==> src/sv/srdm_pkg.sv <==
// ----------------------------------------------------------------------------
// srdm_pkg: shared types and codes
// Command and result records and kind and status codes for the descriptor manager.
// ----------------------------------------------------------------------------
package srdm_pkg;

  localparam logic [1:0] IN_SEG    = 2'd0;
  localparam logic [1:0] IN_USED   = 2'd1;
  localparam logic [1:0] IN_NOTIFY = 2'd2;

  localparam logic [2:0] OK_DESC   = 3'd0;
  localparam logic [2:0] OK_AVAIL  = 3'd1;
  localparam logic [2:0] OK_CPL    = 3'd2;
  localparam logic [2:0] OK_NOTIFY = 3'd3;
  localparam logic [2:0] OK_ERROR  = 3'd4;

  localparam logic [2:0] ST_OK       = 3'd0;
  localparam logic [2:0] ST_EMPTY    = 3'd1;
  localparam logic [2:0] ST_TOO_BIG  = 3'd2;
  localparam logic [2:0] ST_NO_FREE  = 3'd3;
  localparam logic [2:0] ST_BAD_USED = 3'd4;

  localparam logic [1:0] FLAG_CHAINED  = 2'h1;
  localparam logic [1:0] FLAG_DEVWRITE = 2'h2;

  localparam logic [0:0] REG_QUEUE_SIZE   = 1'd0;
  localparam logic [0:0] REG_QUEUE_NUMBER = 1'd1;

  typedef struct packed {
    logic [1:0]  kind;
    logic [63:0] buf_addr;
    logic [31:0] seg_len;
    logic        device_writes;
    logic [15:0] seg_count;
    logic [15:0] used_id;
    logic [31:0] used_len;
  } cmd_t;

  typedef struct packed {
    logic [2:0]  kind;
    logic [15:0] slot;
    logic [63:0] addr;
    logic [31:0] len;
    logic [1:0]  flags;
    logic [8:0]  next;
    logic [7:0]  head;
    logic [15:0] navail;
    logic [2:0]  status;
    logic        last;
  } res_t;

  function automatic res_t mk_res(logic [2:0] kind, logic [15:0] slot, logic [63:0] addr,
                                  logic [31:0] len, logic [1:0] flags, logic [8:0] next,
                                  logic [7:0] head, logic [15:0] navail,
                                  logic [2:0] status, logic last);
    res_t r;
    r.kind = kind; r.slot = slot; r.addr = addr; r.len = len; r.flags = flags;
    r.next = next; r.head = head; r.navail = navail; r.status = status; r.last = last;
    return r;
  endfunction

endpackage

==> src/sv/srdm_queue.sv <==
// ----------------------------------------------------------------------------
// srdm_queue: command queue
// Two-entry queue between the input stage and the execution engine.
// ----------------------------------------------------------------------------
module srdm_queue import srdm_pkg::*; (
  input  logic clk,
  input  logic rst,
  input  logic push,
  input  cmd_t push_cmd,
  output logic full,
  input  logic pop,
  output logic q_valid,
  output cmd_t q_cmd
);
  cmd_t       ent [2];
  logic       wp;
  logic       rp;
  logic [1:0] cnt;

  assign full    = (cnt == 2'd2);
  assign q_valid = (cnt != 2'd0);
  assign q_cmd   = ent[rp];

  always_ff @(posedge clk) begin
    if (rst) begin
      wp  <= 1'b0;
      rp  <= 1'b0;
      cnt <= 2'd0;
    end else begin
      if (push) wp <= ~wp;
      if (pop) rp <= ~rp;
      cnt <= cnt + 2'(push) - 2'(pop);
    end
    if (push) ent[wp] <= push_cmd;
  end
endmodule

==> config.mk <==
export PLATFORM = sky130hd
export DESIGN_NAME = srdm_queue
export DESIGN_NICKNAME = d
export VERILOG_FILES = /design/src/sv/srdm_pkg.sv /design/src/sv/srdm_queue.sv
export SDC_FILE = /design/constraint.sdc
export NUM_CORES = 1
export LEC_CHECK = 0
export BUFFER_PORTS_ARGS = -buffer_cell sky130_fd_sc_hd__buf_2
export CORE_UTILIZATION = 47
export DETAILED_ROUTE_END_ITERATION = 10
export PLACE_DENSITY_LB_ADDON = 0.1
export SETUP_SLACK_MARGIN = 0.3
export SYNTH_ARGS = -nofsm -noshare
export SYNTH_HDL_FRONTEND = slang
export SYNTH_SLANG_ARGS = --single-unit
==> constraint.sdc <==
create_clock -name clk -period 9.4 [get_ports clk]
set_clock_uncertainty 0.2 [all_clocks]
set_input_delay 0.94 -clock clk [delete_from_list [all_inputs] [get_ports clk]]
set_output_delay 0.94 -clock clk [all_outputs]
set_load 0.02 [all_outputs]
Yosys cells after proc, flatten, opt, wreduce, memory -nomap -nowiden
Memory sizes are Yosys's and may differ from the RTL's. A register that Yosys moved wholly into a read port is not among the register bits.
Cells that the tools add are included.
- register bits after elaboration: 4
- RAM bits: 326
- memories kept: 1
- input port bits: 167
- output and inout bits: 165
- reductions and logical operators: 1
- multiplexer cells: 4
- add/subtract/negate cells: 2
- equal/unequal tests: 1
- bitwise gates (word level): 2
- memory list (memory ; words ; bits a word ; rd ports ; clocked after memory_dff ; write ports ; RTL line ; RTL):
    ent ; 2 ; 163 ; 1 ; 1 ; 1 ; srdm_queue.sv:15 ; cmd_t ent [2];
- operators with widths (kind ; number):
    two-way mux 1 bit ; 4
    adder 2 x 1 -> 2 bit ; 1
    == test 2 bit (second input constant) ; 1
    NOT 1 bit ; 2
    nonzero test 2 bit ; 1
    subtractor 2 x 1 -> 2 bit ; 1

Depth between registers and ports, before layout
Gate-level depths: netlist (run 1).
- depth in word-level cells: 3
- gate-level depth with buffers: 6
- gate-level depth less buffers: 6

Least setup slack after synthesis (run 1)
Ideal clock, no wire load.
- path type: input to register
- start point: input push
- end point: memory ent[0][0] in the netlist's numbering (enable)
- data required time: 8.492 ns
- path buffers: 0
- arrival: 7.983 ns
- cell stages on the path: 1
- path slack: 0.509 ns
- cells stage by stage: nor2b_1
- longest elaborated chain between the ends: 2
- ends and longest elaborated chain (item ; RTL line ; RTL):
    from (decl) ; srdm_queue.sv:8 ; input logic push,
    two-way mux 1 bit ; srdm_queue.sv:34 ; if (push) ent[wp] <= push_cmd;
    two-way mux 1 bit (implied by the code) ; srdm_queue.sv:34 ;
    to (decl) ; srdm_queue.sv:15 ;
No other way between the ends.

==> results.py, run 1 <==
metrics = {
    "run_status": {
        "outcome": "finished, final reports clean",
    },
    "global_routing": {
        "grt_pass1_wl_mm": 34.8,
        "grt_pass1_vias": 6347,
        "antenna_found_initial": 4,
        "grt_start_max_net_pins": 76,
        "gr-total-overflow": 0,
        "grt_usage": 0.173,
    },
    "synth": {
        "syn_inst": 528,
        "ys_ff_latch": 331,
        "yosys-top-cells-area": "edfxtp_1 80%, mux2_4 8.6%, mux2_2 8.5%, buf_6 0.83%, dfxtp_1 0.82%",
        "synthesis.area_per_instance_sq_um": 23.2,
        "synth_fp_nets": 697,
        "ys_types": 14,
        "syn-cell-area_sq_um": 12300,
        "synth_top_area_frac": 0.799,
        "yosysWarnings": 0,
        "synth_top_cell_by_area": "edfxtp_1",
        "yosysSeqAreaShare": 0.807,
    },
    "clock_network": {
        "ctsHoldBuffers": 0,
        "path_clk_slew_ns": 0.06,
        "cts.path.max_buffers": 3,
        "cts-root-buf": "clkbuf_16",
        "htreeDepth": 2,
        "cts.repair.resized": 0,
        "post_cts_buffers": 0,
        "clock_latency_ns": 0.49,
        "cts_sinks": 331,
        "numCtsBuffers": 35,
        "cts_tree": "done",
    },
    "finish": {
        "nets": 1053,
        "fillers": 1923,
        "drive_gt1_frac": 0.600,
        "area_growth_syn_to_layout_pct": 24.9,
        "design_area_sq_um": 15300,
        "finalNonFillerCells": 1241,
    },
    "placed_design": {
        "place_hpwl_mm": 15.7,
        "dpl_cell_area_sq_um": 14200,
        "dpl.cell_count": 1177,
        "gp_congestion": 0.751,
        "portBuffers": 331,
    },
    "die": {
        "initial_utilization": 0.482,
        "coreArea_sq_um": 25400,
        "num_rows": 58,
        "fp.dieArea_sq_um": 26700,
        "die_h_um": 163,
        "fp.dieW_um": 163,
        "io_pins": 332,
    },
    "setup_path": {
        "cp_max_fo": 71,
        "critPathKind": "reg -> out",
        "cp-end-kind": "output pin",
        "path_cells": "buf_4, mux2_2, buf_2",
        "startpoint_type": "flop",
        "required_ns": 8.26,
        "cp_slowest_cell": "buf_4",
        "crit_path_max_incr_delay_ns": 0.83,
        "critPathArrivalTime_ns": 2.78,
        "path_buf_inv": 2,
        "cpLargestDelayFamily": "buffers and inverters",
    },
    "drt": {
        "top_layer_used": "met5",
        "routed_via_density": 4.90,
        "via_count": 6077,
        "drcViolationCount": 0,
        "wire_per_inst_um": 19.0,
        "dr_wl_met2_mm": 11.9,
        "wl_met1_mm": 9.04,
        "met3_length_mm": 2.14,
        "drt_iter0_drc": 366,
        "ant_nets": 0,
        "wirelength_mm": 23.6,
        "drt_pre_antenna_iters": 4,
    },
    "pwr": {
        "power_frac_comb": 0.125,
        "power_frac_clock": 0.367,
        "p_int_w": 0.00267,
        "ir_drop_mv": 0.178,
        "power_frac_seq": 0.508,
        "swShare": 0.227,
        "power_density_nw_per_um2": 226,
        "leakage_nw": 5.89,
        "p_switching_w": 0.000783,
    },
    "sta": {
        "final.setup.tns_ns": 0,
        "final-max-slew-violation-count": 0,
        "finalCritPeriodShare": 0.417,
        "fmaxAchievable_ghz": 0.255,
        "rsz0062_at_grt": "false",
        "setup_viol": 0,
        "hold_viol": 0,
        "fin_crit_ns": 3.92,
        "worst_pin_slew_ns": 1.04,
        "slew-limit-headroom": 0.309,
    },
    "run": {
        "drv_cap": 0,
    },
    "min_path": {
        "min_path_type": "reg -> reg",
    },
}
-- placed cells by master, fill, tap and decap left out, types with 2 or more instances in the layout --
cell type,Yosys,final
clkbuf_16,0,37
mux2_2,93,93
nor2b_1,3,2
buf_4,0,6
dfxtp_1,5,4
buf_2,9,331
inv_1,2,2
nor2_1,4,4
diode_2,0,2
clkbuf_1,0,14
clkinv_1,0,7
mux2_4,70,70
edfxtp_1,326,326
xnor2_1,2,2
ha_1,2,2
clkbuf_8,0,2
-- per-layer routing --
metal / up-vias / track usage
met5: - / 0
met4: 4 / 0.0568
met3: 45 / 0.0579
met2: 235 / 0.295
met1: 2982 / 0.205
li1: 2811 / -
-- cells by family after synthesis --
| kind of cell | count (synthesis) | synth area share |
|---|---|---|
| buffers and inverters | 20 | 0.0126 |
| AND/OR/NAND/NOR | 9 | 0.00378 |
| XOR/XNOR | 3 | 0.00327 |
| flip-flops | 331 | 0.807 |
| multiplexers | 163 | 0.171 |
| adder cells (fa/ha/maj) | 2 | 0.00204 |
-- worst min-delay path, cell delays in order, from the launching register on --
cell and delay (ns):
dfxtp_1 0.32, xnor2_1 0.09, nor2_1 0.09
-- power groups by stage --
stage | sequential, W | clock (W) | combinational (W)
2_1_floorplan | 0.00179 | 0 | 0.000295
3_3_place_gp | 0.00178 | 0 | 0.000432
3_5_place_dp | 0.00179 | 0 | 0.000440
4_1_cts | 0.00176 | 0.00130 | 0.000442
5_1_grt | 0.00176 | 0.00136 | 0.000462
6_report | 0.00175 | 0.00127 | 0.000433
-- path summary, 6_finish.rpt --
kind,from,endpoint,slack [ns],cells after the start
max,flop,q_cmd[32],5.48,3
min,rp$_SDFFE_PP0P_,rp$_SDFFE_PP0P_,0.34,2
min reg2reg,rp$_SDFFE_PP0P_,rp$_SDFFE_PP0P_,0.34,2
max reg2reg,wp$_SDFFE_PP0P_,ent[0][160]$_DFFE_PP_,6.88,2
-- metrics by stage --
step	hold slack [ns]	total power [W]	utilization	worst slack [ns]
2_1_floorplan	0.280	0.00208	-	0.509
3_3_place_gp	0.300	0.00221	0.560	6.04
3_5_place_dp	0.313	0.00223	0.560	5.96
4_1_cts	0.349	0.00350	0.602	5.41
5_1_grt	0.389	0.00358	0.603	5.32
6_report	0.342	0.00346	0.603	5.48
-- sequential cells by signal, indices dropped and copies added (netlist names), named ones only --
register  flops
wp            1
rp            1
cnt           2
ent         326
-- final cells by class --
| cell class | instances | area [sq um] | area share |
|---|---|---|---|
| flip-flops and latches | 331 | 9890 | 0.646 |
| multi-input cells | 177 | 2220 | 0.145 |
| repair buffers | 337 | 1700 | 0.111 |
| clock buffers | 53 | 1010 | 0.0657 |
| well taps | 330 | 413 | 0.0270 |
| clock inverters | 9 | 61.3 | 0.00401 |
| inverters | 2 | 7.51 | 0.000490 |
| diodes | 2 | 5.00 | 0.000327 |
-- Yosys cell counts --
library cell	number
and2_1	1
buf_2	9
buf_6	9
dfxtp_1	5
edfxtp_1	326
ha_1	2
inv_1	2
mux2_2	93
mux2_4	70
nor2_1	4
nor2b_1	3
or2_2	1
xnor2_1	2
xnor3_1	1
(Power assumes the default switching activity.)
==> inputs of run 2 (changes only) <==
==> constraint.sdc (replaced) <==
create_clock -name clk -period 3.3 [get_ports clk]
set_clock_uncertainty 0.2 [all_clocks]
set_input_delay 0.33 -clock clk [delete_from_list [all_inputs] [get_ports clk]]
set_output_delay 0.33 -clock clk [all_outputs]
set_load 0.02 [all_outputs]
==> run 2 against run 1 <==
Critical path depth did not move. Total power increased to 2.9 times the previous value. Sequential share of layout area decreased by 6.7 points. First-iteration DRC count up 15%. Largest cell class unchanged. Clock power rose to 2.9 times the previous value. Global-route usage up 0.99 points. Non-clock buffer count grew 171. Worst setup slack worse by 4.9 ns. Flip-flop and latch count unchanged. Combinational power grew to 3.3 times the previous value.
==> results.py, run 2 (same netlist as run 1, synthesis figures left out) <==
metrics = {
    "run_status": {
        "outcome": "finished, final reports clean",
    },
    "placed_design": {
        "place_hpwl_mm": 15.7,
        "gp_congestion": 0.814,
        "portBuffers": 331,
    },
    "finish": {
        "final_cell_mix": "331 x buf_2, 326 x edfxtp_1, 166 x dlygate4sd3_1",
        "drive_gt1_frac": 0.519,
        "largest_reg_flops": 326,
        "final_common_cell": "buf_2",
        "nets": 1223,
        "fillers": 1755,
        "regMostFlops": "ent",
        "reg.largest.list": "ent x326, cnt x2",
        "area_growth_syn_to_layout_pct": 39.5,
    },
    "sta": {
        "final-max-slew-violation-count": 0,
        "finalCritPeriodShare": 0.829,
        "setup_viol": 0,
        "hold_viol": 0,
        "rsz0062_at_grt": "false",
        "fin_crit_ns": 2.74,
        "worst_pin_slew_ns": 0.682,
        "final.setup.tns_ns": 0,
        "slew-limit-headroom": 0.544,
        "fmaxAchievable_ghz": 0.366,
        "whs_ns": 0.0525,
    },
    "drt": {
        "routed_via_density": 4.84,
        "wire_per_inst_um": 17.7,
        "wl_met1_mm": 9.48,
        "met3_length_mm": 1.99,
        "dr_wl_met2_mm": 12.6,
        "drt_iter0_drc": 422,
        "wirelength_mm": 24.9,
        "drcViolationCount": 0,
        "drt_pre_antenna_iters": 4,
        "top_layer_used": "met4",
        "ant_nets": 0,
        "via_count": 6801,
    },
    "clock_network": {
        "cts.path.max_buffers": 3,
        "htreeDepth": 2,
        "clock_latency_ns": 0.50,
        "numCtsBuffers": 34,
        "cts_tree": "done",
        "cts-root-buf": "clkbuf_16",
        "cts_sinks": 331,
        "cts.repair.resized": 0,
        "path_clk_slew_ns": 0.06,
    },
    "global_routing": {
        "antenna_found_initial": 1,
        "grt_start_max_net_pins": 91,
        "grt_pass1_vias": 7251,
        "grt_pass1_wl_mm": 37.3,
        "grt_usage": 0.183,
        "gr-total-overflow": 0,
    },
    "die": {
        "fp.dieW_um": 163,
        "coreArea_sq_um": 25400,
        "io_pins": 332,
        "num_rows": 58,
        "fp.dieArea_sq_um": 26700,
        "initial_utilization": 0.482,
        "die_h_um": 163,
    },
    "run": {
        "drv_cap": 0,
    },
    "setup_path": {
        "worst-path-stages": 3,
        "path_buf_inv": 2,
        "startpoint_type": "flop",
        "crit_end": "q_cmd[38]",
        "cpLargestDelayFamily": "flip-flops",
        "r2r_start": "wp$_SDFFE_PP0P_",
        "cp-end-kind": "output pin",
        "crit_path_max_incr_delay_ns": 0.76,
        "reg2reg_slack_ns": 1.33,
        "required_ns": 2.77,
        "cp_slowest_cell": "dfxtp_4",
        "path_cells": "buf_4, mux2_2, buf_2",
        "cp_max_fo": 40,
        "worstReg2RegEnd": "ent[0][141]$_DFFE_PP_",
        "critPathKind": "reg -> out",
        "worstRegToRegCells": 2,
        "critPathArrivalTime_ns": 2.21,
    },
    "pwr": {
        "ir_drop_mv": 0.430,
        "power_density_nw_per_um2": 591,
        "leakage_nw": 6.66,
    },
    "min_path": {
        "min_path_type": "in -> reg",
    },
}
-- run 2: changes by cell type in the layout (fill, tap and decap cells not counted), moves of 2 or more --
cell           previous run  this run
clkinv_2                  1         8
clkbuf_1                 14         3
dlygate4sd3_1             0       166
clkinv_1                  7         5
buf_12                    0         6
-- run 2: through the flow --
step	utilization	std cells	total power, W	setup slack (ns)	area (sq um)
finish	0.673	1406	0.0101	0.565	17100
global route	0.673	1406	0.0105	0.449	17100
CTS	0.673	1405	0.0102	0.498	17100
detailed placement	0.565	1182	0.00635	1.03	14300
global placement	0.565	1182	0.00632	1.04	14300
floorplan	-	528	0.00590	-0.108	12300
-- run 2: layout make-up --
type / instances / area (sq um) / share of cell area
flip-flops and latches: 331 / 9890 / 0.579
repair buffers: 508 / 3480 / 0.203
multi-input cells: 177 / 2220 / 0.130
clock buffers: 41 / 951 / 0.0556
well taps: 330 / 413 / 0.0242
clock inverters: 16 / 128 / 0.00747
inverters: 2 / 7.51 / 0.000439
diodes: 1 / 2.50 / 0.000146
-- run 2: power breakdown --
group / switching, W / internal [W]
combinational: 0.000746 / 0.000672
sequential: 0.0000846 / 0.00491
clock: 0.00148 / 0.00220
-- run 2: worst register-to-register path: stages (launching register included) --
cell and delay [ns]:
dfxtp_1 0.35, nor2b_4 0.56, buf_12 0.43
-- run 2: metal layers --
metal | global-route usage | vias to the layer above
li1 | - | 3157
met5 | 0 | -
met2 | 0.316 | 291
met3 | 0.0482 | 55
met4 | 0.0779 | 0
met1 | 0.214 | 3298
-- run 2: what timing repair did --
action	in CTS	in global routing
setup buffers	0	0
endpoints found under the hold margin	331	0
hold buffers	166	0
-- run 2: worst min-delay path by stage --
stage,startpoint,end,slack [ns],cells after the start
2_1_floorplan,rst,cnt[0]$_SDFF_PP0_,0.20,1
3_5_place_dp,push_cmd[139],ent[1][139]$_DFFE_PP_,0.32,1
4_1_cts,push,cnt[0]$_SDFF_PP0_,0.03,3
5_1_grt,push,cnt[0]$_SDFF_PP0_,0.08,3
6_report,push,cnt[0]$_SDFF_PP0_,0.05,3
3_3_place_gp,rp$_SDFFE_PP0P_,rp$_SDFFE_PP0P_,0.29,2
