===== src/sv/srdm_pkg.sv =====
// ----------------------------------------------------------------------------
// srdm_pkg: shared types and codes
// Command and result records and kind and status codes for the descriptor manager.
// ----------------------------------------------------------------------------
package srdm_pkg;

  localparam logic [1:0] IN_SEG    = 2'd0;
  localparam logic [1:0] IN_USED   = 2'd1;
  localparam logic [1:0] IN_NOTIFY = 2'd2;

  localparam logic [2:0] OK_DESC   = 3'd0;
  localparam logic [2:0] OK_AVAIL  = 3'd1;
  localparam logic [2:0] OK_CPL    = 3'd2;
  localparam logic [2:0] OK_NOTIFY = 3'd3;
  localparam logic [2:0] OK_ERROR  = 3'd4;

  localparam logic [2:0] ST_OK       = 3'd0;
  localparam logic [2:0] ST_EMPTY    = 3'd1;
  localparam logic [2:0] ST_TOO_BIG  = 3'd2;
  localparam logic [2:0] ST_NO_FREE  = 3'd3;
  localparam logic [2:0] ST_BAD_USED = 3'd4;

  localparam logic [1:0] FLAG_CHAINED  = 2'h1;
  localparam logic [1:0] FLAG_DEVWRITE = 2'h2;

  localparam logic [0:0] REG_QUEUE_SIZE   = 1'd0;
  localparam logic [0:0] REG_QUEUE_NUMBER = 1'd1;

  typedef struct packed {
    logic [1:0]  kind;
    logic [63:0] buf_addr;
    logic [31:0] seg_len;
    logic        device_writes;
    logic [15:0] seg_count;
    logic [15:0] used_id;
    logic [31:0] used_len;
  } cmd_t;

  typedef struct packed {
    logic [2:0]  kind;
    logic [15:0] slot;
    logic [63:0] addr;
    logic [31:0] len;
    logic [1:0]  flags;
    logic [8:0]  next;
    logic [7:0]  head;
    logic [15:0] navail;
    logic [2:0]  status;
    logic        last;
  } res_t;

  function automatic res_t mk_res(logic [2:0] kind, logic [15:0] slot, logic [63:0] addr,
                                  logic [31:0] len, logic [1:0] flags, logic [8:0] next,
                                  logic [7:0] head, logic [15:0] navail,
                                  logic [2:0] status, logic last);
    res_t r;
    r.kind = kind; r.slot = slot; r.addr = addr; r.len = len; r.flags = flags;
    r.next = next; r.head = head; r.navail = navail; r.status = status; r.last = last;
    return r;
  endfunction

endpackage


===== src/sv/srdm_front.sv =====
// ----------------------------------------------------------------------------
// srdm_front: input stage
// Registers input items, drops unknown kinds and suppressed notifies.
// ----------------------------------------------------------------------------
module srdm_front import srdm_pkg::*; (
  input  logic         clk,
  input  logic         rst,
  input  logic         s_tvalid,
  output logic         s_tready,
  input  logic [167:0] s_tdata,  // buf_addr, seg_len, device_writes, seg_count,
                                 // used_id, used_len, no_notify, zero pad
  input  logic [1:0]   s_tuser,  // kind
  output logic         push,
  output cmd_t         push_cmd,
  input  logic         full
);
  logic fr_valid;
  logic fr_keep;
  cmd_t fr_cmd;
  logic no_notify;

  assign push      = fr_valid && fr_keep && !full;
  assign push_cmd  = fr_cmd;
  assign s_tready  = !fr_valid || !fr_keep || !full;
  assign no_notify = s_tdata[161];

  always_ff @(posedge clk) begin
    if (rst) begin
      fr_valid <= 1'b0;
    end else if (s_tready) begin
      fr_valid <= s_tvalid;
    end
    if (s_tready && s_tvalid) begin
      fr_cmd.kind          <= s_tuser;
      fr_cmd.buf_addr      <= s_tdata[63:0];
      fr_cmd.seg_len       <= s_tdata[95:64];
      fr_cmd.device_writes <= s_tdata[96];
      fr_cmd.seg_count     <= s_tdata[112:97];
      fr_cmd.used_id       <= s_tdata[128:113];
      fr_cmd.used_len      <= s_tdata[160:129];
      fr_keep <= (s_tuser == IN_SEG) || (s_tuser == IN_USED) ||
                 ((s_tuser == IN_NOTIFY) && !no_notify);
    end
  end
endmodule


===== config.mk =====
export PLATFORM = sky130hd
export DESIGN_NAME = srdm_front
export DESIGN_NICKNAME = d
export VERILOG_FILES = /design/src/sv/srdm_pkg.sv /design/src/sv/srdm_front.sv
export SDC_FILE = /design/constraint.sdc
export NUM_CORES = 1
export LEC_CHECK = 0
export BUFFER_PORTS_ARGS = -buffer_cell sky130_fd_sc_hd__buf_2
export CORE_AREA = 2 2 131 133
export DETAILED_ROUTE_END_ITERATION = 16
export DIE_AREA = 0 0 133 135
export GPL_TIMING_DRIVEN = 0
export PLACE_DENSITY_LB_ADDON = 0.08
export RECOVER_POWER = 50
export SYNTH_ARGS = -nofsm -noshare
export SYNTH_HDL_FRONTEND = slang
export SYNTH_SLANG_ARGS = --single-unit

===== constraint.sdc =====
create_clock -name clk -period 8.8 [get_ports clk]
set_input_delay 0.88 -clock clk [delete_from_list [all_inputs] [get_ports clk]]
set_output_delay 0.88 -clock clk [all_outputs]
set_load 0.02 [all_outputs]

* Word level (Yosys, flattened, before mapping)
Cells that the tools add are included.
** Storage, ports and cells
- Register bits :: 165
- Bits of input ports :: 174
- Output and inout port bits :: 165
** Operators by class
- Equality and inequality tests :: 2
- Reductions and logical operators :: 13
** Operators with widths (number)
- 1-bit logical AND :: 4
- 1-bit logical NOT :: 4
- 1-bit logical OR :: 4
- 2-bit by 1-bit == test with 1-bit output, second input constant :: 1
- 2-bit == test, second input constant :: 1
- 2-bit logical NOT :: 1

* Longest topological paths before layout
Gate-level depths: netlist (run 1).
- Depth in word-level cells :: 4
- Gate-level depth with buffers :: 2
- Depth with buffers taken out :: 2

* Worst setup path before layout (run 1)
Ideal clock, no wire load.
- Path type :: input to register
- Start :: in full
- End :: reg fr_keep (enable)
- Library setup time :: 0.544 ns
- Arrival time :: 4.812 ns
- Data required time :: 8.256 ns
- Setup slack :: 3.444 ns
- Cell stages on the path :: 2
- Path through :: nand3_2 > and2_1
** Between the ends
- Longest elaborated chain between the ends :: 3
** RTL lines
- start: declaration :: line srdm_front.sv:15 : input logic full
- 1-bit logical NOT :: line srdm_front.sv:24 : assign s_tready = !fr_valid || !fr_keep || !full;
- 1-bit logical OR :: line srdm_front.sv:24
- 1-bit logical AND :: line srdm_front.sv:33 : if (s_tready && s_tvalid) begin
- end signal: assignment :: line srdm_front.sv:41 : fr_keep <= (s_tuser == IN_SEG) || (s_tuser == IN_USED) ||
- end: declaration :: line srdm_front.sv:18 : logic fr_keep;
Every way passes these cells.
A chain may end at the register's enable or synchronous reset.

* Worst setup path after layout (run 1)
- Start :: in full
- End :: reg fr_cmd, in the netlist push_cmd[62] (enable)
** Between the ends
- Longest elaborated chain between the ends :: 3
** RTL lines
- 1-bit logical NOT :: line srdm_front.sv:24
- 1-bit logical OR :: line srdm_front.sv:24
- 1-bit logical AND :: line srdm_front.sv:33
- end: declaration :: line srdm_front.sv:19 : cmd_t fr_cmd;
Every way passes these cells.

==> results of run 1 <==
==> final timing paths <==
path,startpoint,to,slack (ns),cells after the start
max,full,push_cmd[62],5.68,4
min,fr_valid,fr_valid,0.53,2
max reg2reg,fr_keep,push_cmd[62],5.84,3
min reg2reg,fr_valid,fr_valid,0.53,2
==> placed cells by master, fill, tap and decap left out, types with 2 or more instances in the layout <==
cell	n
buf_2	274
edfxtp_1	164
clkbuf_1	64
clkbuf_16	17
clkinvlp_4	3
diode_2	2
clkinv_2	2
bufinv_16	2
buf_16	2
==> sequential cells by signal (all words and copies together) (netlist names) <==
register,count
fr_keep,1
fr_valid,1
push_cmd,163
==> metal layers <==
metal,vias up,GRT usage (%)
met1,1438,14.4
li1,1408,-
met4,0,5.56
met2,209,22.9
met3,10,8.11
met5,-,0
==> area by class of cell <==
type | count | area, um2 | area share (%)
antenna | 2 | 5.00 | 0.0671
clock buffer | 23 | 448 | 6.01
clock inverter | 9 | 105 | 1.41
inverter | 1 | 3.75 | 0.0504
multi-input combinational | 6 | 28.8 | 0.386
sequential | 165 | 4940 | 66.3
tap | 220 | 275 | 3.69
timing repair buffer | 334 | 1640 | 22.1
==> report_power, final <==
group	internal (mW)	leakage, nW	switching [mW]	total, mW
registers	0.920	1.60	0.0105	0.930
clock network	0.416	0.259	0.276	0.693
logic	0.0533	1.19	0.103	0.156
==> cell families (layout without fill, tap and decap cells) <==
| logic type | count (synthesis) | after routing | share of synthesized area [%] |
|---|---|---|---|
| flops | 165 | 165 | 99.2 |
| buf+inv | 1 | 367 | 0.0753 |
| simple gates | 4 | 4 | 0.477 |
| compound gates | 2 | 2 | 0.201 |
| other cells | 0 | 2 | 0 |
==> critical path: cells and delay by family <==
family                 cells  cell delay [ns]
buffers and inverters      2             0.44
and+or+nand+nor            2             1.80
==> summary.txt, run 1 <==
Status
  • Failing checks: capacitance limit, slew limit
  • Status: finished with violations

STA
  • Slew Limit Fails: 30
  • Final setup vio count: 0
  • Sum Neg Setup Slack: 0 ns
  • Hold Vio Cnt, Final: 0
  • Fmax: 0.320 GHz
  • Rel. slew slack: -51.1%
  • Clock skew: 0.00419 ns
  • Tcrit/Tclk final: 35.5%
  • Slew @ Worst Pin: 2.27 ns
  • Min Hold Slack: 0.528 ns
  • Tmin final: 3.12 ns
  • RSZ-0062 raised after global routing: false
  • Setup WS post-layout: 5.68 ns

Clocking
  • Clk pin slew, worst setup/hold paths: 0.06 ns
  • Clk Latency, worst-skew pair: 0.41 ns
  • H-Tree Level Count: 4
  • Clk sinks: 165
  • Post-CTS Resized: 0
  • Clk root buf: clkbuf_16
  • CTS buffer count: 17
  • CTS tree: yes
  • Clk buf depth: 2
  • Post-CTS Hold Fix Bufs: 0
  • Postcts setup bufs: 0

Route
  • Metal3 WL: 1530 um
  • Drt total wl: 12600 um
  • Routed vias/inst: 4.03
  • Vias: 3065
  • Detail Route Antenna Nets: 0
  • Drt first pass iters: 4
  • Residual DRC count: 0
  • Routed length on met2: 6400 um
  • Starting DRT DRC Count: 135
  • Top sig layer: met4
  • WL/cell: 16.6 um
  • Metal-1 WL: 4530 um

Floorplanning
  • Die area: 18000 um2
  • Num ports: 339
  • Die X: 133 um
  • # rows: 47
  • Core ar.: 16400 um2
  • Die Y-Extent: 135 um
  • Initial Util: 30.4%

Critical path
  • CP arrival: 3.19 ns
  • Startpoint Class: input port
  • CP required: 8.87 ns
  • Worst-path fanout max: 70
  • Critical path endpoint category: flip-flop
  • CP max stage delay: 1.68 ns
  • CP Class: input port to flip-flop
  • Slowest CP cell: and2_0
  • Crit path cell chain: clkbuf_1 -> nand3_1 -> and2_0 -> buf_16

Synth
  • Yosys top cell area share: 98.8%
  • Top_reg_cell synth: edfxtp_1
  • Syn nets: 346
  • EDFF count, synth: 164
  • Synthesis-stage register bit count: 165
  • Netlist cell types: 9
  • Post-synthesis cell area: 4980 um2
  • Mapped Avg Cell Area: 29.0 um2
  • Most frequent cell after synthesis: edfxtp_1
  • Seq/Total Area, Yosys: 99.2%
  • Synth warn: 0
  • Share of flip-flops with an asynchronous set or reset: 0%
  • Yosys top cell by area: edfxtp_1
  • Synth Instances: 172
  • Area contributors post-synth: edfxtp_1, dfxtp_1, nand3_2

Pwr
  • Final total power: 1.78 mW
  • LEAKAGE: 3.05 nW
  • Pwr/cell area: 239 nW/um2
  • Worst vdd ir: 115 uV

GRT
  • Number of global-route vias before repair: 3131
  • Largest net degree at the start of global routing: 71
  • Remaining global-route overflow: 0
  • First-pass GRT wire length: 17900 um
  • Initial antenna violation count: 2
  • GRT Util Overall: 13.8%

Placement
  • Port Buffers: 332
  • GPL Wtd Cong: 0.761
  • Pre-CTS setup slack: 6.49 ns
  • Placed cell areas: 6980 um2
  • Inst Count DP: 726

Final layout
  • Final Non-Filler Cells: 760
  • Filler cell count: 1523
  • Cell area after layout: 7450 um2
  • Share of layout cells above drive strength 1: 55.9%
  • Area Overhead vs Synth: 49.6%
  • Core Util, Final: 45.4%
  • Nets@finish: 699

Job
  • Max_cap viols: 1

Worst hold path
  • Worst Hold Class: flip-flop to flip-flop
No activity file was read; power rests on OpenSTA's default activity.
==> run 2, diff against run 1 <==
==> constraint.sdc (replaced) <==
create_clock -name clk -period 3.08 [get_ports clk]
set_input_delay 0.308 -clock clk [delete_from_list [all_inputs] [get_ports clk]]
set_output_delay 0.308 -clock clk [all_outputs]
set_load 0.02 [all_outputs]
==> summary.txt, run 2 (synthesis gave the netlist of run 1 again) <==
Job
  • Max_cap viols: 0

STA
  • Slew @ Worst Pin: 0.746 ns
  • Slew Limit Fails: 0
  • Clock skew: 0.00953 ns
  • Fmax: 0.452 GHz
  • Rel. slew slack: 50.3%
  • Setup WS post-layout: 0.865 ns
  • Hold Vio Cnt, Final: 0
  • Final setup vio count: 0
  • RSZ-0062 raised after global routing: false
  • Tcrit/Tclk final: 71.9%
  • Tmin final: 2.21 ns

Floorplanning
  • Num ports: 339
  • # rows: 47
  • Die X: 133 um
  • Die area: 18000 um2
  • Initial Util: 30.4%
  • Die Y-Extent: 135 um
  • Core ar.: 16400 um2

Route
  • Drt total wl: 12500 um
  • Vias: 3036
  • WL/cell: 16.5 um
  • Routed vias/inst: 4.00
  • Drt first pass iters: 4
  • Detail Route Antenna Nets: 0
  • Starting DRT DRC Count: 137
  • Residual DRC count: 0

Critical path
  • Critical path endpoint category: flip-flop
  • Startpoint Class: flip-flop
  • Crit path cell chain: nand3_1 -> and2_4 -> buf_16 -> buf_16
  • Most used cell, CP: buf_16
  • CP arrival: 2.30 ns
  • CP Class: flip-flop to flip-flop
  • CP required: 3.17 ns
  • Reg2reg path depth: 4
  • Slowest CP cell: and2_4
  • CP max stage delay: 0.66 ns
  • Worst-path fanout max: 57

Clocking
  • Clk buf depth: 2
  • Clk root buf: clkbuf_16
  • Postcts setup bufs: 0
  • H-Tree Level Count: 4
  • Clk Latency, worst-skew pair: 0.41 ns
  • CTS tree: yes
  • Post-CTS Resized: 0
  • CTS buffer count: 17
  • Clk sinks: 165
  • Clk pin slew, worst setup/hold paths: 0.06 ns
  • Post-CTS Hold Fix Bufs: 0

GRT
  • GRT Util Overall: 13.8%
  • Largest net degree at the start of global routing: 58
  • Initial antenna violation count: 2
  • Remaining global-route overflow: 0
  • Number of global-route vias before repair: 3187
  • First-pass GRT wire length: 17900 um

Pwr
  • Final total power: 5.28 mW
  • Sequential Power Share: 50.3%
  • Comb power frac: 8.3%
  • Psw: 1.15 mW
  • Worst vdd ir: 341 uV
  • Sw frac: 21.8%
  • Internal power: 4.12 mW
  • Clock power share: 41.3%
  • Pwr/cell area: 705 nW/um2
  • LEAKAGE: 3.02 nW

Worst hold path
  • Worst Hold Class: input port to flip-flop
  • Hold path cells: 2

Placement
  • DP HPWL: 9760 um
  • Port Buffers: 332
  • Placed cell areas: 6980 um2
  • GPL Wtd Cong: 0.777
  • Pre-CTS setup slack: 0.836 ns

Final layout
  • Nets@finish: 699
  • Commonest non-fill, non-tap cell in the layout: buf_2
  • Core Util, Final: 45.6%
  • Combined area of the multi-input logic cells: 31.3 um2
  • Max reg flops: 163
  • Register Area: 4940 um2
  • Cell area after layout: 7480 um2
  • Most frequent cells in the layout: buf_2, edfxtp_1, clkbuf_1
  • Area Overhead vs Synth: 50.2%
  • Share of layout cells above drive strength 1: 52.2%
  • Filler cell count: 1533

Status
  • Status: complete, no violations
[run 2: cell count changes in the layout (fill, tap and decap cells not counted), sizes merged]
cell,change
buf,-24
inv,+1
clkbuf,+19
bufinv,+2
diode,-1
clkinv,+4
clkinvlp,-2
[run 2: stage by stage]
step / hold slack (ns) / TNS, ns / instances
2_1_floorplan: 0.377 / 0 / 172
3_3_place_gp: 0.472 / -106.73 / 724
3_5_place_dp: 0.473 / 0 / 726
4_1_cts: 0.0271 / 0 / 758
5_1_grt: 0.0306 / 0 / 759
6_report: 0.0550 / 0 / 759
[run 2: layer usage]
metal	routed length (um)	GRT usage, %
met5	0	0
met4	425	7.77
met3	1430	7.51
met2	6580	23.9
met1	4110	12.8
[run 2: layout make-up]
class,instances,share of cell area (%)
Antenna cell,1,0.0334
Clock inverter,14,2.46
Multi-Input combinational cell,6,0.418
Tap cell,220,3.68
Sequential cell,165,66.1
Timing Repair Buffer,334,21.6
Inverter,1,0.0502
Clock buffer,18,5.73
[run 2: power groups by stage]
stage | clock [mW] | combinational [mW] | sequential, mW
floorplan | 0 | 0.0398 | 2.88
global placement | 0 | 0.450 | 2.71
detailed placement | 0 | 0.467 | 2.70
CTS | 2.24 | 0.467 | 2.66
global route | 2.34 | 0.472 | 2.67
finish | 2.18 | 0.439 | 2.66
[run 2: worst max-delay path: cells and delay by family (launching register included)]
kind	cells	cell delay, ns
and+or+nand+nor	2	0.82
buffers and inverters	2	0.62
DFF	1	0.39
[run 2: final timing paths]
| check | startpoint | to | slack [ns] |
|---|---|---|---|
| worst max-delay path | fr_keep | push_cmd[69] | 0.87 |
| worst min-delay path | rst | fr_valid | 0.06 |
| worst max register to register | fr_keep | push_cmd[69] | 0.87 |
| worst min register to register | fr_valid | fr_valid | 0.56 |
==> run 3, diff against run 2 <==
--- a/config.mk
+++ b/config.mk
@@ -6,9 +6,9 @@
 export NUM_CORES = 1
 export LEC_CHECK = 0
 export BUFFER_PORTS_ARGS = -buffer_cell sky130_fd_sc_hd__buf_2
-export CORE_AREA = 2 2 131 133
+export CORE_AREA = 2 2 130 132
 export DETAILED_ROUTE_END_ITERATION = 16
-export DIE_AREA = 0 0 133 135
+export DIE_AREA = 0 0 132 134
 export GPL_TIMING_DRIVEN = 0
 export PLACE_DENSITY_LB_ADDON = 0.08
 export RECOVER_POWER = 50
==> constraint.sdc (replaced) <==
create_clock -name clk -period 1.8 [get_ports clk]
set_input_delay 0.18 -clock clk [delete_from_list [all_inputs] [get_ports clk]]
set_output_delay 0.18 -clock clk [all_outputs]
set_load 0.02 [all_outputs]
==> summary.txt, run 3 <==
Synth
  • Post-synthesis cell area: 4980 um2
  • EDFF count, synth: 164
  • Syn nets: 346
  • Share of flip-flops with an asynchronous set or reset: 0%
  • Area contributors post-synth: edfxtp_1, dfxtp_1, nand3_2
  • Synthesis-stage register bit count: 165
  • Seq/Total Area, Yosys: 99.2%
  • Most frequent cell after synthesis: edfxtp_1
  • Netlist cell types: 9
  • Mapped Avg Cell Area: 29.0 um2
  • Synth warn: 0
  • Yosys top cell by area: edfxtp_1
  • Synth Instances: 172
  • Top_reg_cell synth: edfxtp_1
  • Yosys top cell area share: 98.8%

Clocking
  • H-Tree Level Count: 4
  • Post-CTS Resized: 0
  • Clk root buf: clkbuf_16
  • Clk buf depth: 2
  • Post-CTS Hold Fix Bufs: 152
  • Postcts setup bufs: 0
  • Clk sinks: 165
  • CTS buffer count: 17

Floorplanning
  • Num ports: 339
  • Die X: 132 um
  • # rows: 47
  • Die Y-Extent: 134 um
  • Initial Util: 30.6%

Placement
  • Inst Count DP: 726
  • DP HPWL: 9480 um
  • GPL Wtd Cong: 0.736
  • Placed cell areas: 6980 um2
  • Port Buffers: 332

Status
  • Halt point of the flow: 4_1_cts
  • Status: aborted with a tool error
  • Run Error: [ERROR RSZ-0060] Max buffer count reached.
==> run 3: cell counts after synthesis <==
No cell type changed its count.
==> run 3: stage by stage <==
step,utilization [%],setup TNS [ns],setup slack [ns]
2_1_floorplan,-,-61.53,-0.375
3_3_place_gp,42.5,-123.83,-0.763
3_5_place_dp,42.9,-0.268,-0.00808
==> run 3: cell families after synthesis <==
family | synth area share [%]
flip-flops | 99.2
AO/OA/AOI/OAI | 0.201
AND/OR/NAND/NOR | 0.477
buffers and inverters | 0.0753
==> run 4, diff against run 3 <==
--- a/config.mk
+++ b/config.mk
@@ -6,11 +6,11 @@
 export NUM_CORES = 1
 export LEC_CHECK = 0
 export BUFFER_PORTS_ARGS = -buffer_cell sky130_fd_sc_hd__buf_2
-export CORE_AREA = 2 2 130 132
+export CORE_MARGIN = 2
+export CORE_UTILIZATION = 30
 export DETAILED_ROUTE_END_ITERATION = 16
-export DIE_AREA = 0 0 132 134
 export GPL_TIMING_DRIVEN = 0
-export PLACE_DENSITY_LB_ADDON = 0.08
+export PLACE_DENSITY_LB_ADDON = 0.15
 export RECOVER_POWER = 50
 export SYNTH_ARGS = -nofsm -noshare
 export SYNTH_HDL_FRONTEND = slang
==> constraint.sdc (replaced) <==
create_clock -name clk -period 2.34 [get_ports clk]
set_input_delay 0.234 -clock clk [delete_from_list [all_inputs] [get_ports clk]]
set_output_delay 0.234 -clock clk [all_outputs]
set_load 0.02 [all_outputs]
==> summary.txt, run 4 <==
Synth
  • Share of flip-flops with an asynchronous set or reset: 0%
  • EDFF count, synth: 164
  • Most frequent cell after synthesis: edfxtp_1
  • Synth warn: 0
  • Seq/Total Area, Yosys: 99.2%
  • Synth Instances: 172
  • Synthesis-stage register bit count: 165
  • Yosys top cell by area: edfxtp_1
  • Yosys top cell area share: 98.8%
  • Mapped Avg Cell Area: 29.0 um2
  • Netlist cell types: 9
  • Area contributors post-synth: edfxtp_1, dfxtp_1, nand3_2
  • Post-synthesis cell area: 4980 um2
  • Syn nets: 346
  • Top_reg_cell synth: edfxtp_1

Clocking
  • Clk sinks: 165
  • CTS buffer count: 17
  • Postcts setup bufs: 0
  • Clk root buf: clkbuf_16
  • Clk buf depth: 2
  • Post-CTS Hold Fix Bufs: 152
  • H-Tree Level Count: 4
  • Post-CTS Resized: 0

Floorplanning
  • Num ports: 339
  • # rows: 47
  • Initial Util: 30.4%
  • Die X: 133 um
  • Die Y-Extent: 133 um

Status
  • Status: aborted with a tool error
  • Halt point of the flow: 4_1_cts
  • Run Error: [ERROR RSZ-0060] Max buffer count reached.

Placement
  • Port Buffers: 332
  • DP HPWL: 9290 um
  • GPL Wtd Cong: 0.770
-- run 4: stage by stage --
stage / hold slack (ns) / util [%] / worst slack, ns / cell area, um2 / cells
after detailed placement: 0.412 / 42.5 / 0.270 / 6980 / 726
after global placement: 0.399 / 42.2 / -0.177 / 6920 / 724
after floorplan: 0.303 / - / 0.165 / 4980 / 172
-- run 4: kinds of logic after synthesis --
group | synth area share, %
flops | 99.2
buf+inv | 0.0753
simple gates | 0.477
compound gates | 0.201
